File: config.mk
export PLATFORM = sky130hd
export DESIGN_NAME = ttf_vertex_ram
export DESIGN_NICKNAME = d
export VERILOG_FILES = /design/src/hw/rtl/ttf_vertex_ram.sv
export SDC_FILE = /design/constraint.sdc
export NUM_CORES = 1
export LEC_CHECK = 0
export ABC_AREA = 0
export BUFFER_PORTS_ARGS = -buffer_cell sky130_fd_sc_hd__buf_2
export CORE_MARGIN = 4
export CORE_UTILIZATION = 60
export DETAILED_ROUTE_END_ITERATION = 12
export MAX_ROUTING_LAYER = met4
export PLACE_DENSITY_LB_ADDON = 0.12
export SLEW_MARGIN = 20
export SYNTH_ARGS = -nofsm -noshare
export SYNTH_HDL_FRONTEND = slang
export SYNTH_SLANG_ARGS = --single-unit
export TNS_END_PERCENT = 1
File: constraint.sdc
create_clock -name clk -period 2.75 [get_ports clk]
set_clock_uncertainty 0.2 [all_clocks]
set_input_delay 0.55 -clock clk [delete_from_list [all_inputs] [get_ports clk]]
set_output_delay 0.55 -clock clk [all_outputs]
set_load 0.01 [all_outputs]
File: src/hw/rtl/ttf_vertex_ram.sv
`timescale 1ns / 1ps
// ----------------------------------------------------------------------------
// ttf_vertex_ram
// Simple dual-port RAM, one write and one registered read port.
// ----------------------------------------------------------------------------
module ttf_vertex_ram
#(
    parameter int DEPTH = 16,
    parameter int WIDTH = 8,
    parameter int AW    = $clog2(DEPTH)
)
(
    input  logic             clk,
    input  logic             we,
    input  logic [AW-1:0]    waddr,
    input  logic [WIDTH-1:0] wdata,
    input  logic             re,
    input  logic [AW-1:0]    raddr,
    output logic [WIDTH-1:0] rdata
);

    logic [WIDTH-1:0] mem [DEPTH];
    logic [WIDTH-1:0] rdata_reg;

    always_ff @(posedge clk)
    begin
        if (we)
        begin
            mem[waddr] <= wdata;
        end
        if (re)
        begin
            rdata_reg <= mem[raddr];
        end
    end

    assign rdata = rdata_reg;

endmodule

[Yosys cells after proc, flatten, opt, wreduce, memory -nomap -nowiden]
Memories as Yosys holds them, arrays and structs flattened. A register that Yosys moved wholly into a read port is not among the register bits.
Cells that the tools add are included.
Storage, ports and cells
  word-level logic and storage cells: 3
  flip-flop bits (word level): 0
  memory bits (writable): 128
  input port bits: 19
  memories kept: 1
  output and inout bits: 8
Memories
  mem: words 16, width 8, read ports 1, clocked after Yosys merged registers in 1, write ports 1, line 22  | logic [WIDTH-1:0] mem [DEPTH];
Operators by class
  muxes and demuxes: 2
Operators with widths (number)
  2-to-1 mux 1 bit: 2

[Longest topological paths before layout]
  word-level depth: 2
  mapped depth: 5
  depth with buffers taken out: 3

[Least setup slack after synthesis]
Ideal clock, no wire load.
  path kind: input-to-reg
  from: input waddr[2]
  to: memory mem[0][0] (enable)
  data required time: 2.167 ns
  cell stages on the path: 2
  slack: 0.507 ns
  buffers on the path: 0
  data arrival time: 1.660 ns
  setup time: 0.383 ns
  cell sequence: or3b_2 -> nor3_1
RTL lines
  start, declared: line 15  | input logic [AW-1:0] waddr,
  end, declared: line 22
Straight into the memory's write port.

==> results.cfg <==
[final_layout]
stdcell_area_sq_um = 6190
final_nets = 301
drive_above_1_share_pct = 32.2
layout_commonest_cell = edfxtp_1
syn_to_final_growth_pct = 18.4
stdcell_count = 400
diodes = 0
final_cell_mix = 136 x edfxtp_1, 26 x buf_2, 18 x mux4_2
final_util_pct = 74.2
largest_register_ffs = 128

[critical_path]
critPathMaxFanout = 32
cpPeakStageDelay_ns = 0.65
worstPathRequired_ns = 2.80
cp.arrival_ns = 1.91
cp_cell_sequence = buf_2 > buf_12 > mux4_1 > a22oi_1 > nand2_1
startpoint_type = input port
rr_worst_depth = 3
end_kind = flop
crit_type = input port to flop
critPathSlowestCell = mux4_1

[global_route]
grt_pass1_wl_um = 15500
grt_usage_pct = 22.3
grt_max_degree = 33
overflow = 0
grt_pass1_vias = 2575
antenna_found_initial = 0

[route]
vias = 2492
firstDrtPassIters = 4
post-route-drc-count = 0
wirelength_um = 9900
ant_nets = 0
vias_per_cell = 6.23
post_drt_wl_per_cell_um = 24.7
drt_iter0_drc = 237

[hold_path]
hold_path_depth = 1
hp-class = input port to flop

[yosys]
yosys-top-cells-area = edfxtp_1 78%, mux4_2 7.8%, mux4_1 7.0%
synth.top_cell.area_share_pct = 78.1
netlist_instances = 229
synth_warnings = 0
syn_area_sq_um = 5230
synth.distinct_cells = 18
ys_seq_area_share_pct = 78.1
synth_top_cell_by_area = edfxtp_1
synth_area_per_cell_sq_um = 22.8
synth_fp_nets = 248
ys_ff_latch = 136

[floorplanning]
fp.dieW_um = 101
start_util_pct = 62.7
core_region_area_sq_um = 8340
pin_count = 27
placementRows = 33
die_area_sq_um = 10300
die_h_um = 101

[sta]
hold_viol = 0
min_period_ns = 1.86
worst_pin_slew_ns = 0.677
finalCritPeriodShare_pct = 67.7
setup_ws_ns = 0.889
slew_headroom_pct = 54.8
slew_violations = 0
setup_tns_ns = 0
setup_viol = 0
fmax_mhz = 537
grt_setup_unrepaired = false

[place]
portBuffers = 26
dp_hpwl_um = 6020
place_worst_setup_slack_ns = 0.362
gp_congestion = 0.801
dp.cells = 368
place_area_sq_um = 5560

[cts]
cts-htree-levels = 4
ctsResizeCount = 0
cts.sinks = 136
cts_made_buffers = 17
cts_setup_buffers = 0
root_buffer = clkbuf_8
clk-insertion-delay-late_ns = 0.51
ctsHoldBuffers = 0
cts_tree = yes
clk_pin_slew_worst_paths_ns = 0.06
clockBufferDepth = 2

[power]
powerDensity_nw_per_um2 = 795
p_leak_uw = 0.00212
max-vdd-ir-drop_uv = 433

[outcome]
status = finished clean

[flow_run]
drv_cap = 0
[synth_stat cells]
library cell	number
edfxtp_1	136
mux4_2	18
a22oi_1	16
mux4_1	14
nor2_1	13
nand2_1	9
nor3_1	4
buf_2	3
buf_6	3
clkdlybuf4s25_2	3
nand2b_1	2
nand3b_1	2
and2_1	1
and2b_1	1
buf_4	1
nand3_1	1
nor2b_1	1
or3b_2	1
[worst paths after layout]
kind	end	startpoint	slack [ns]
max reg2reg	rdata[5]$_DFFE_PP_	mem[0][5]$_DFFE_PP_	1.04
max	rdata[5]$_DFFE_PP_	raddr[0]	0.89
min reg2reg	rdata[3]$_DFFE_PP_	mem[13][3]$_DFFE_PP_	0.56
min	rdata[6]$_DFFE_PP_	re	0.20
[power breakdown]
group | total (uW) | switching, uW | internal, uW
clock | 2350 | 860 | 1490
combinational | 221 | 130 | 90.7
sequential | 2350 | 11.7 | 2340
[critical path, delay by kind of cell]
| kind | cells | cell delay [ns] |
|---|---|---|
| mux | 1 | 0.65 |
| buf+inv | 2 | 0.37 |
| compound gates | 1 | 0.26 |
| simple gates | 1 | 0.08 |
[layer usage]
metal / wire length (um) / track usage, % / vias up
met5: 0 / - / -
met4: 106 / 6.75 / 0
met3: 882 / 5.51 / 6
met2: 4760 / 31.9 / 128
met1: 4150 / 32.4 / 1269
li1: - / - / 1089
[area by class of cell]
cell class	count	area [sq um]
repair buffers	44	290
well taps	105	131
fillers	482	2150
clock inverters	15	214
multi-input cells	83	1060
flip-flops and latches	136	4080
clock buffers	17	414
[metrics by stage]
step | power, uW | hold slack [ns]
final | 4920 | 0.205
after global routing | 5100 | 0.178
after CTS | 4950 | 0.189
after detailed placement | 2610 | 0.552
after global placement | 2610 | 0.527
after floorplan | 2510 | 0.449
[logic make-up after synthesis]
family          after synthesis  share of synthesized area [%]
flops                       136                           78.1
simple gates                 35                           3.14
mux                          32                           14.8
compound gates               16                           2.30
buf+inv                      10                           1.65
Note: power is estimated with default switching activity, not from simulation.
